`src/sv/icf_pkg.sv`:
```
// ----------------------------------------------------------------------------
// icf_pkg
// Shared widths, register indexes and reset values of the isolated cell fill
// filter.
// ----------------------------------------------------------------------------
package icf_pkg;

    // Payload widths
    localparam int CELL_W     = 8;
    localparam int ROW_W      = 16;
    localparam int COL_OUT_W  = 8;

    // Configuration port
    localparam int CFG_IDX_W  = 1;
    localparam int CFG_DATA_W = 16;
    localparam int GRID_WIDTH_W = 9;

    localparam logic [CFG_IDX_W-1:0] CFG_GRID_WIDTH  = 1'd0;
    localparam logic [CFG_IDX_W-1:0] CFG_GRID_HEIGHT = 1'd1;

    // Reset values of the grid registers
    localparam int GRID_WIDTH_RST  = 80;
    localparam int GRID_HEIGHT_RST = 24;

    // Line buffer depth
    localparam int DEF_MAX_WIDTH = 256;

endpackage

```
`src/sv/icf_line_buf.sv`:
```
// ----------------------------------------------------------------------------
// icf_line_buf
// Two line buffers: the original cells of the previous row and the filtered
// cells of the row before it. Reads are registered and happen when an item
// is accepted; the original row is read one column ahead.
// ----------------------------------------------------------------------------
module icf_line_buf #(
    parameter int MAX_WIDTH = icf_pkg::DEF_MAX_WIDTH
) (
    input  logic                       i_clk,
    input  logic                       i_acc,
    input  logic [$clog2(MAX_WIDTH)-1:0] i_addr,
    input  logic [$clog2(MAX_WIDTH)-1:0] i_nxt_addr,
    input  logic [icf_pkg::CELL_W-1:0] i_cell,
    input  logic                       i_fwe,
    input  logic [$clog2(MAX_WIDTH)-1:0] i_faddr,
    input  logic [icf_pkg::CELL_W-1:0] i_fdata,
    output logic [icf_pkg::CELL_W-1:0] o_up,
    output logic [icf_pkg::CELL_W-1:0] o_right
);
    import icf_pkg::*;

    logic [CELL_W-1:0] r_orig_mem [MAX_WIDTH];
    logic [CELL_W-1:0] r_filt_mem [MAX_WIDTH];
    logic [CELL_W-1:0] r_up;
    logic [CELL_W-1:0] r_right;

    // Original row: write the new cell, read one column ahead
    always_ff @(posedge i_clk) begin
        if (i_acc) begin
            r_orig_mem[i_addr] <= i_cell;
            // a one-cell row reads back the cell written in this cycle
            if (i_nxt_addr == i_addr) begin
                r_right <= i_cell;
            end else begin
                r_right <= r_orig_mem[i_nxt_addr];
            end
        end
    end

    // Filtered row: written from the result stage, read at accept
    always_ff @(posedge i_clk) begin
        if (i_fwe) begin
            r_filt_mem[i_faddr] <= i_fdata;
        end
        if (i_acc) begin
            r_up <= r_filt_mem[i_addr];
        end
    end

    assign o_up    = r_up;
    assign o_right = r_right;

endmodule

```
`src/sv/isolated_cell_fill_filter.sv`:
```
// ----------------------------------------------------------------------------
// isolated_cell_fill_filter
// In-place isolated cell fill over a raster of byte cells.
// ----------------------------------------------------------------------------
// Usage:
//   Cells enter in raster order on i_in_valid / o_in_stall, one per item.
//   Results leave on o_out_valid / i_out_stall with column, row, run_last
//   and grid_done. Row r-1 is given out while row r arrives, one result per
//   input; the last row also gives out each cell as it arrives (two results
//   per input), and the first row of a taller grid gives none.
//   An accepted item moves into the result stage and its result into the output
//   register; on the last row a second result follows the first into it.
//   Throughput: one item per cycle while the receiver does not stall; on the
//   last row of a taller grid an item holds the input until both its results
//   have entered the single output register, which takes one result per cycle.
//   Line buffer reads are registered at accept, so each stage holds one item.
//   Reset clears the raster position and the grid registers to 80 x 24; the
//   line buffers keep whatever they hold and are always written before read.
//   A configuration write restarts the grid; write only while idle.
//   When the receiver stalls, the output register holds its result and the
//   input side stalls once the result stage holds an item with a result.
// ----------------------------------------------------------------------------
module isolated_cell_fill_filter #(
    parameter int MAX_WIDTH = icf_pkg::DEF_MAX_WIDTH
) (
    input  logic                            i_clk,
    input  logic                            i_rst_n,
    // configuration
    input  logic                            i_cfg_we,
    input  logic [icf_pkg::CFG_IDX_W-1:0]   i_cfg_idx,
    input  logic [icf_pkg::CFG_DATA_W-1:0]  i_cfg_data,
    // input channel
    input  logic                            i_in_valid,
    output logic                            o_in_stall,
    input  logic [icf_pkg::CELL_W-1:0]      i_cell_in,
    // output channel
    output logic                            o_out_valid,
    input  logic                            i_out_stall,
    output logic [icf_pkg::CELL_W-1:0]      o_cell_out,
    output logic [icf_pkg::COL_OUT_W-1:0]   o_out_col,
    output logic [icf_pkg::ROW_W-1:0]       o_out_row,
    output logic                            o_run_last,
    output logic                            o_grid_done
);
    import icf_pkg::*;

    localparam int AW = $clog2(MAX_WIDTH);
    localparam int RST_W_EFF =
        (GRID_WIDTH_RST > MAX_WIDTH) ? MAX_WIDTH : GRID_WIDTH_RST;
    localparam logic [AW-1:0]    RST_COL_LAST = AW'(RST_W_EFF - 1);
    localparam logic [ROW_W-1:0] RST_ROW_LAST = ROW_W'(GRID_HEIGHT_RST - 1);

    // grid shape and raster position
    logic [AW-1:0]    r_col_last;
    logic [ROW_W-1:0] r_row_last;
    logic [AW-1:0]    r_col;
    logic [ROW_W-1:0] r_row;
    logic [CELL_W-1:0] r_left;

    // result stage
    logic              r_b_vld;
    logic              r_b_phase;
    logic [CELL_W-1:0] r_b_cell;
    logic [CELL_W-1:0] r_b_self;
    logic [AW-1:0]     r_b_x;
    logic [ROW_W-1:0]  r_b_r;
    logic              r_b_has_prev;
    logic              r_b_last_row;
    logic              r_b_final;
    logic              r_b_interior;

    // output register
    logic              r_o_vld;
    logic [CELL_W-1:0] r_o_cell;
    logic [AW-1:0]     r_o_col;
    logic [ROW_W-1:0]  r_o_row;
    logic              r_o_run_last;
    logic              r_o_done;

    logic              acc;
    logic              out_free;
    logic              b_emit;
    logic              b_leave;
    logic              b_two;
    logic              sel_filt;
    logic              fill;
    logic [CELL_W-1:0] filt;
    logic [CELL_W-1:0] lb_up;
    logic [CELL_W-1:0] lb_right;
    logic [AW-1:0]     nxt_col;
    logic [GRID_WIDTH_W-1:0] cfg_w;
    logic [AW-1:0]     n_col_last;
    logic [CELL_W-1:0] n_o_cell;
    logic [ROW_W-1:0]  n_o_row;

    // Handshake and result stage control
    assign out_free = !r_o_vld || !i_out_stall;
    assign b_two    = r_b_has_prev && r_b_last_row;
    assign b_emit   = r_b_vld && (r_b_has_prev || r_b_last_row) && out_free;
    assign b_leave  = r_b_vld &&
                      ((!r_b_has_prev && !r_b_last_row) ||
                       (out_free && (r_b_phase || !b_two)));
    assign o_in_stall = r_b_vld && !b_leave;
    assign acc        = i_in_valid && !o_in_stall;
    assign nxt_col    = (r_col == r_col_last) ? '0 : r_col + 1'b1;

    // Line buffers
    icf_line_buf #(
        .MAX_WIDTH (MAX_WIDTH)
    ) u_line_buf (
        .i_clk      (i_clk),
        .i_acc      (acc),
        .i_addr     (r_col),
        .i_nxt_addr (nxt_col),
        .i_cell     (i_cell_in),
        .i_fwe      (b_emit && sel_filt),
        .i_faddr    (r_b_x),
        .i_fdata    (filt),
        .o_up       (lb_up),
        .o_right    (lb_right)
    );

    // Fill decision: an interior cell whose four neighbors agree and differ from it
    assign fill = r_b_interior && (lb_up == r_left) && (lb_up == lb_right) &&
                  (lb_up == r_b_cell) && (lb_up != r_b_self);
    assign filt = fill ? lb_up : r_b_self;

    // Pick the result: filtered cell of the row above first, then the cell
    assign sel_filt = !r_b_phase && r_b_has_prev;
    assign n_o_cell = sel_filt ? filt : r_b_cell;
    assign n_o_row  = sel_filt ? r_b_r - 1'b1 : r_b_r;

    // Decode a width write: zero counts as one, clip at the buffer depth
    assign cfg_w = i_cfg_data[GRID_WIDTH_W-1:0];
    always_comb begin
        if (cfg_w == '0) begin
            n_col_last = '0;
        end else if (32'(cfg_w) > MAX_WIDTH) begin
            n_col_last = AW'(MAX_WIDTH - 1);
        end else begin
            n_col_last = AW'(cfg_w - 1'b1);
        end
    end

    // Configuration and raster position
    always_ff @(posedge i_clk) begin
        if (!i_rst_n) begin
            r_col_last <= RST_COL_LAST;
            r_row_last <= RST_ROW_LAST;
            r_col      <= '0;
            r_row      <= '0;
            r_left     <= '0;
        end else if (i_cfg_we) begin
            unique case (i_cfg_idx)
                CFG_GRID_WIDTH: begin
                    r_col_last <= n_col_last;
                end
                CFG_GRID_HEIGHT: begin
                    r_row_last <= (i_cfg_data == '0) ? '0 : i_cfg_data - 1'b1;
                end
                default: begin
                end
            endcase
            r_col  <= '0;
            r_row  <= '0;
            r_left <= '0;
        end else begin
            // advance the raster position
            if (acc) begin
                r_col <= nxt_col;
                if (r_col == r_col_last) begin
                    r_row <= (r_row == r_row_last) ? '0 : r_row + 1'b1;
                end
            end
            // hold the filtered cell for the next column
            if (b_emit && sel_filt) begin
                r_left <= filt;
            end
        end
    end

    // Result stage control
    always_ff @(posedge i_clk) begin
        if (!i_rst_n) begin
            r_b_vld   <= 1'b0;
            r_b_phase <= 1'b0;
        end else begin
            if (acc) begin
                r_b_vld <= 1'b1;
            end else if (b_leave) begin
                r_b_vld <= 1'b0;
            end
            if (b_leave) begin
                r_b_phase <= 1'b0;
            end else if (b_emit && b_two) begin
                r_b_phase <= 1'b1;
            end
        end
    end

    // Result stage payload
    always_ff @(posedge i_clk) begin
        if (acc) begin
            r_b_cell     <= i_cell_in;
            r_b_self     <= lb_right;
            r_b_x        <= r_col;
            r_b_r        <= r_row;
            r_b_has_prev <= (r_row != '0);
            r_b_last_row <= (r_row == r_row_last);
            r_b_final    <= (r_row == r_row_last) && (r_col == r_col_last);
            r_b_interior <= (r_row > ROW_W'(1)) && (r_col != '0) &&
                            (r_col < r_col_last);
        end
    end

    // Output register control
    always_ff @(posedge i_clk) begin
        if (!i_rst_n) begin
            r_o_vld <= 1'b0;
        end else if (b_emit) begin
            r_o_vld <= 1'b1;
        end else if (!i_out_stall) begin
            r_o_vld <= 1'b0;
        end
    end

    // Output register payload
    always_ff @(posedge i_clk) begin
        if (b_emit) begin
            r_o_cell     <= n_o_cell;
            r_o_col      <= r_b_x;
            r_o_row      <= n_o_row;
            r_o_run_last <= sel_filt ? !r_b_last_row : 1'b1;
            r_o_done     <= sel_filt ? 1'b0 : r_b_final;
        end
    end

    assign o_out_valid = r_o_vld;
    assign o_cell_out  = r_o_cell;
    assign o_out_col   = COL_OUT_W'(r_o_col);
    assign o_out_row   = r_o_row;
    assign o_run_last  = r_o_run_last;
    assign o_grid_done = r_o_done;

    // The second result of an item exists only on the last row
    a_phase_two: assert property (@(posedge i_clk) disable iff (!i_rst_n)
        r_b_vld && r_b_phase |-> r_b_has_prev && r_b_last_row)
        else $error("second result pending outside the last row");

    // The final cell of the grid sits at the last column and row
    a_done_pos: assert property (@(posedge i_clk) disable iff (!i_rst_n)
        r_o_vld && r_o_done |-> (r_o_col == r_col_last) &&
                                (r_o_row == r_row_last) && r_o_run_last)
        else $error("grid end flagged away from the last cell");

    // The raster position stays inside the grid
    a_pos_bound: assert property (@(posedge i_clk) disable iff (!i_rst_n)
        (r_col <= r_col_last) && (r_row <= r_row_last))
        else $error("raster position outside the grid");

    // An item that leaves with a result pending never loses it
    a_emit_leave: assert property (@(posedge i_clk) disable iff (!i_rst_n)
        b_leave && (r_b_has_prev || r_b_last_row) |-> b_emit)
        else $error("item left the result stage without its result");

endmodule

```
`config.mk`:
```
export PLATFORM = sky130hd
export DESIGN_NAME = isolated_cell_fill_filter
export DESIGN_NICKNAME = d
export VERILOG_FILES = /design/src/sv/icf_pkg.sv /design/src/sv/icf_line_buf.sv /design/src/sv/isolated_cell_fill_filter.sv
export SDC_FILE = /design/constraint.sdc
export NUM_CORES = 2
export LEC_CHECK = 0
export ABC_AREA = 1
export BUFFER_PORTS_ARGS = -buffer_cell sky130_fd_sc_hd__buf_4
export CORE_MARGIN = 1.5
export CORE_UTILIZATION = 35
export CTS_CLUSTER_SIZE = 30
export DETAILED_ROUTE_END_ITERATION = 7
export GPL_TIMING_DRIVEN = 0
export PLACE_DENSITY = 0.49
export REMOVE_ABC_BUFFERS = 1
export SLEW_MARGIN = 20
export SYNTH_ARGS = -nofsm -noshare
export SYNTH_HDL_FRONTEND = slang
export SYNTH_SLANG_ARGS = --single-unit
```
`constraint.sdc`:
```
create_clock -name i_clk -period 15.4 [get_ports i_clk]
set_input_delay 0 -clock i_clk [delete_from_list [all_inputs] [get_ports i_clk]]
set_output_delay 0 -clock i_clk [all_outputs]
set_load 0.03 [all_outputs]
```
# == After elaboration in Yosys (flattened, before gate mapping) ==
# Memories as Yosys holds them, arrays and structs flattened. A register that Yosys moved wholly into a read port is not among the register bits.
# Index checks and enable logic that the tools add are counted.
# word_totals
mem_bits_rw,4096
wordCells,96
ff_bits,137
n_memories,2
out_inout_bits,36
# op_classes
n_addsub,5
magnitude_cmp,3
reduce_logical,40
n_eq_ne,7
n_mux,16
bitwise_logic,2
# mem_list
memory,depth,width,read_ports,rd_ports_with_merged_regs,write_ports,line_no,text
u_line_buf.r_filt_mem,256,8,1,1,1,icf_line_buf.sv:24,logic [CELL_W-1:0] r_filt_mem [MAX_WIDTH];
u_line_buf.r_orig_mem,256,8,1,1,1,icf_line_buf.sv:23,logic [CELL_W-1:0] r_orig_mem [MAX_WIDTH];
# ops
op,n
2-to-1 mux 16 bit,3
2-to-1 mux 8 bit,5
== test 8 bit,4
"subtractor 16 x 1 -> 16 bit, second input constant",2
logical AND 1 bit,18
"adder 16 x 1 -> 16 bit, second input constant",1
== test 16 bit,1
"> comparator 16 x 1 -> 1 bit, second input constant",1
logical NOT 16 bit,1
nonzero test 16 bit,1
"> comparator 9 bit, second input constant",1
logical NOT 9 bit,1
"adder 8 x 1 -> 8 bit, second input constant",1
logical NOT 1 bit,8
< comparator 8 bit,1
2-to-1 mux 1 bit,8
inequality test 8 bit,1
nonzero test 8 bit,1
"subtractor 8 x 1 -> 8 bit, second input constant",1
AND reduction 2 bit,3
logical OR 1 bit,4
OR reduction 2 bit,2
"inequality test 2 x 1 -> 1 bit, second input constant",1
inverter 1 bit,2
nonzero test 2 bit,1

# == Longest topological paths before layout ==
# depth
ltp_word,12
depth_mapped,26

# == Hierarchy ==
# Synthesis repeated with hierarchy kept, for this count alone.
# hier_totals
hier_cells,12974
area_unflattened_um2,168400.3
# modules_own_cells
mod,area_each_um2,seq_area_each_um2,cells_per_inst,instances
icf_line_buf,161373.5,123478.4,12107,1
isolated_cell_fill_filter,7026.7,3523.4,867,1

# == Worst setup path before layout ==
# OpenSTA, ideal clock, no wires.
# synth_timing
kind,reg-to-reg
startpoint,"reg u_line_buf.r_up[5] (netlist: u_line_buf.o_up[5]), read port of u_line_buf.r_filt_mem"
endpoint,mem u_line_buf.r_filt_mem[0][1] (data pin)
synth_period_minus_slack_ps,13454
required_time_ps,13190
path_stages_with_launch,8
t_arrival_ps,11244
slack_ps,1946
setup_ps,2210
path_cell_list,edfxtp_1 -> clkbuf_1 -> xnor2_1 -> o2111a_1 -> nand4_1 -> nor2_1 -> o2111ai_1 -> o21ai_0
# synth_via
elab_chain_len,6
word_cells_on_any_way,9
# synth_rtl
element,line_no,text
"start, declared",icf_line_buf.sv:25,logic [CELL_W-1:0] r_up;
== test 8 bit,isolated_cell_fill_filter.sv:124,assign fill = r_b_interior && (lb_up == r_left) && (lb_up == lb_right) &&
logical AND 1 bit (3 in series),isolated_cell_fill_filter.sv:124,
logical AND 1 bit (*),isolated_cell_fill_filter.sv:125,(lb_up == r_b_cell) && (lb_up != r_b_self);
2-to-1 mux 8 bit (*),isolated_cell_fill_filter.sv:126,assign filt = fill ? lb_up : r_b_self;
net filt[1],isolated_cell_fill_filter.sv:87,logic [CELL_W-1:0] filt;
"end, declared",icf_line_buf.sv:24,
# The timed path passes the listed nets; every way through them passes the cells marked *.

# == Worst setup path after layout ==
# layout_timing
startpoint,reg r_col[1]
endpoint,"reg u_line_buf.r_right[0] (netlist: u_line_buf.o_right[0]), read port of u_line_buf.r_orig_mem (data pin)"
# layout_via
elab_chain_len,2
word_cells_on_any_way,3
# layout_rtl
element,line_no,text
"start, declared",isolated_cell_fill_filter.sv:56,logic [AW-1:0] r_col;
"start signal, assigned",isolated_cell_fill_filter.sv:170,r_col <= nxt_col;
adder 8 x 1 -> 8 bit or == test 8 bit (tied branches),isolated_cell_fill_filter.sv:105,assign nxt_col = (r_col == r_col_last) ? '0 : r_col + 1'b1;
2-to-1 mux 8 bit (*),isolated_cell_fill_filter.sv:105,
"end, declared",icf_line_buf.sv:26,logic [CELL_W-1:0] r_right;
# Every way passes the cells marked *; elsewhere a longest branch is shown, timed or not.
# A chain may end at the register's enable or synchronous reset.

==> impl_metrics.ini <==
[critical_path]
crit_slowest_cell = ha_2
worstSetupStartpoint = r_col[1]$_SDFFE_PP0P_
path_common_cell = buf_16
path_class = reg -> reg
start_kind = register
required_ns = 16.25
worstPathArrival_ns = 8.74
cp_max_fo = 102
endpoint_kind = register
critPathBufInv = 13
critical_path.max_stage_delay_ns = 0.93
critPathTopFamily = buffers and inverters
reg2reg_from = r_col[1]$_SDFFE_PP0P_

[sta]
timing.fmax_mhz = 127
tns_ns = 0
skew_ns = 0.0440
slew_viol_final = 0
period_share_pct = 51.2
setup_viol_count_final = 0
hold_viol = 0
fin_crit_ns = 7.89
rsz0062_at_grt = no
relSlewSlack_pct = 17.0
tightestPinTransition_ns = 1.24

[logic_synthesis]
async_flop_share_pct = 0
syn_area_per_cell_um2 = 11.9
synth.most_common_cell = edfxtp_1
synth_cell_types = 54
synth_area_um2 = 177000
synth_common_cells = edfxtp_1 (4190), nand2_1 (2211), nand3_1 (1890)
synthFlopType = edfxtp_1
syn-instance-count = 14900
synth-edff-count = 4190
synth_warnings = 0
ys_seq_area_share_pct = 71.7
yosys.area.top_type = edfxtp_1
yosysTopAreaCellShare_pct = 71.1
ys_ff_latch = 4249
synth_area_leaders = edfxtp_1 (71%), nand3_1 (5.3%), nand2_1 (4.7%)

[placement]
placed_cell_area_um2 = 189000
dp.cells = 21000
portBuffers = 65
place_congestion = 0.792
hpwl_um = 323000

[floorplan]
num_rows = 261
initial_core_util_pct = 35.1
ios = 66
core_area_um2 = 505000
die-width_um = 714
fp.dieArea_um2 = 510000
die_h_um = 714

[final_layout]
fin_util_pct = 40.3
final_area_um2 = 203000
syn_to_final_growth_pct = 14.8
final_nets = 14800
fill_cells = 47600
drive_gt1_share_pct = 7.07
final_cells = 21900

[drt]
wl_um = 546000
ant_nets = 0
via_per_inst = 5.23
routed-via-count = 114000
drt_pass1_iterations = 6
drc_errors = 0
routedWlPerCell_um = 24.9
drtIter0Drc = 10900

[clocking]
clkSinkCount = 4249
htreeDepth = 5
tritoncts = done
worstSkewPairLatency_ns = 1.00
cts-root-buf = clkbuf_16
path_clk_slew_ns = 0.06
cts_inserted_buffers = 434
cts_buffer_depth = 4

[global_route]
grt_overflow_total = 0
grt_pass1_vias = 108000
grt_max_degree = 127
grt_util_all_layers_pct = 20.8
antenna_found_initial = 22
grt_pass1_wl_um = 788000

[min_path]
min_from = i_cell_in[5]
hp-class = in -> reg

[pwr]
p_leak_uw = 0.0702
max-vdd-ir-drop_mv = 0.0984
power.density_nw_per_um2 = 123

[run]
cap_violations = 0

[status]
outcome = finished clean
[registers in the layout, indices dropped and copies added, names as in the netlist, 8 cells and up]
register,cells
u_line_buf.r_filt_mem,2048
u_line_buf.r_orig_mem,2048
o_out_row,16
r_b_r,16
r_row,16
r_row_last,16
o_cell_out,8
o_out_col,8
r_b_cell,8
r_b_self,8
r_b_x,8
r_col,8
r_col_last,8
r_left,8
u_line_buf.o_right,8
u_line_buf.o_up,8
[final timing paths]
path | slack, ns | cells past startpoint | to
setup reg to reg | 7.51 | 25 | u_line_buf.o_right[0]$_DFFE_PP_
setup / recovery | 7.51 | 25 | u_line_buf.o_right[0]$_DFFE_PP_
hold / removal | 0.1 | 2 | u_line_buf.r_orig_mem[37][5]$_DFFE_PP_
hold reg to reg | 0.45 | 1 | r_b_phase$_SDFFE_PP0P_
[worst reg2reg max path, cell delays in order, from the launching register on]
cell and delay (ns):
dfxtp_4 0.36, buf_16 0.25, buf_12 0.35, buf_12 0.30
buf_16 0.32, buf_16 0.34, inv_8 0.23, buf_16 0.32
buf_16 0.42, ha_2 1.09, nand2_8 0.33, buf_16 0.30
inv_8 0.29, buf_16 0.31, buf_16 0.44, buf_16 0.46
nand3_1 0.23, nand3_1 0.12, nand3_1 0.18, nand3_1 0.24
nand3_1 0.10, nand3_1 0.37, nand3_1 0.13, nand2_1 0.15
nand2_1 0.07, nand2_1 0.06
[placed cells by master, fill, tap and decap left out, types with 73 or more instances in the layout]
master and instances:
edfxtp_1 4190, nand2_1 2189, nand3_1 1889, nor2_1 1724, o21ai_0 1123, inv_1 1045, nand3b_1 580, o22ai_1 499
clkbuf_16 444, buf_16 202, clkinv_1 112, a21oi_1 107, clkbuf_1 100, dlygate4sd3_1 99, clkinv_2 96, o211ai_1 73
[report_power, final]
group	internal (uW)	switching, uW
sequential	12800	27.8
clock	5800	4520
combinational	518	1240
[what timing repair did]
action                                  CTS  global route
endpoints found under the hold margin  1952             0
hold buffers                             99             0
gates resized for setup                   0             0
setup endpoints to repair                 0             0
buffers inserted                          0             0
[metrics by stage]
step,total power [uW],setup slack (ns),hold slack (ns)
final,24900,7.51,0.0985
after global routing,25600,7.19,0.0762
after CTS,25100,7.69,0.0119
after detailed placement,14800,7.72,0.231
after global placement,15100,-278.31,0.217
after floorplan,14100,-78.95,0.0989
[final cells by class]
class	count	area (um^2)	share of cell area, %
clock buffers	549	11600	5.68
multi-input cells	8598	41900	20.6
repair buffers	436	8350	4.11
inverters	1079	4130	2.03
well taps	6706	8390	4.13
clock inverters	248	2020	0.994
diodes	9	22.5	0.0111
flip-flops and latches	4249	127000	62.5
[layer usage]
metal | global-route usage (%) | share of wire, % | vias to the layer above
met5 | 0 | 0.0049 | -
met4 | 6.45 | 3.3 | 4
met3 | 2.47 | 5.6 | 800
met2 | 33.8 | 47 | 3445
met1 | 29.2 | 44 | 57400
li1 | - | - | 52800
[cell families after synthesis]
kind of cell | count (synthesis) | share of synthesized area (%)
AOI/OAI and AO/OA | 1962 | 6.29
xor gates and xnor gates | 55 | 0.272
adders and majority gates | 18 | 0.127
buffers and inverters | 2077 | 4.89
DFF | 4249 | 71.7
and+or+nand+nor | 6563 | 16.7
No activity file was read; power rests on OpenSTA's default activity.
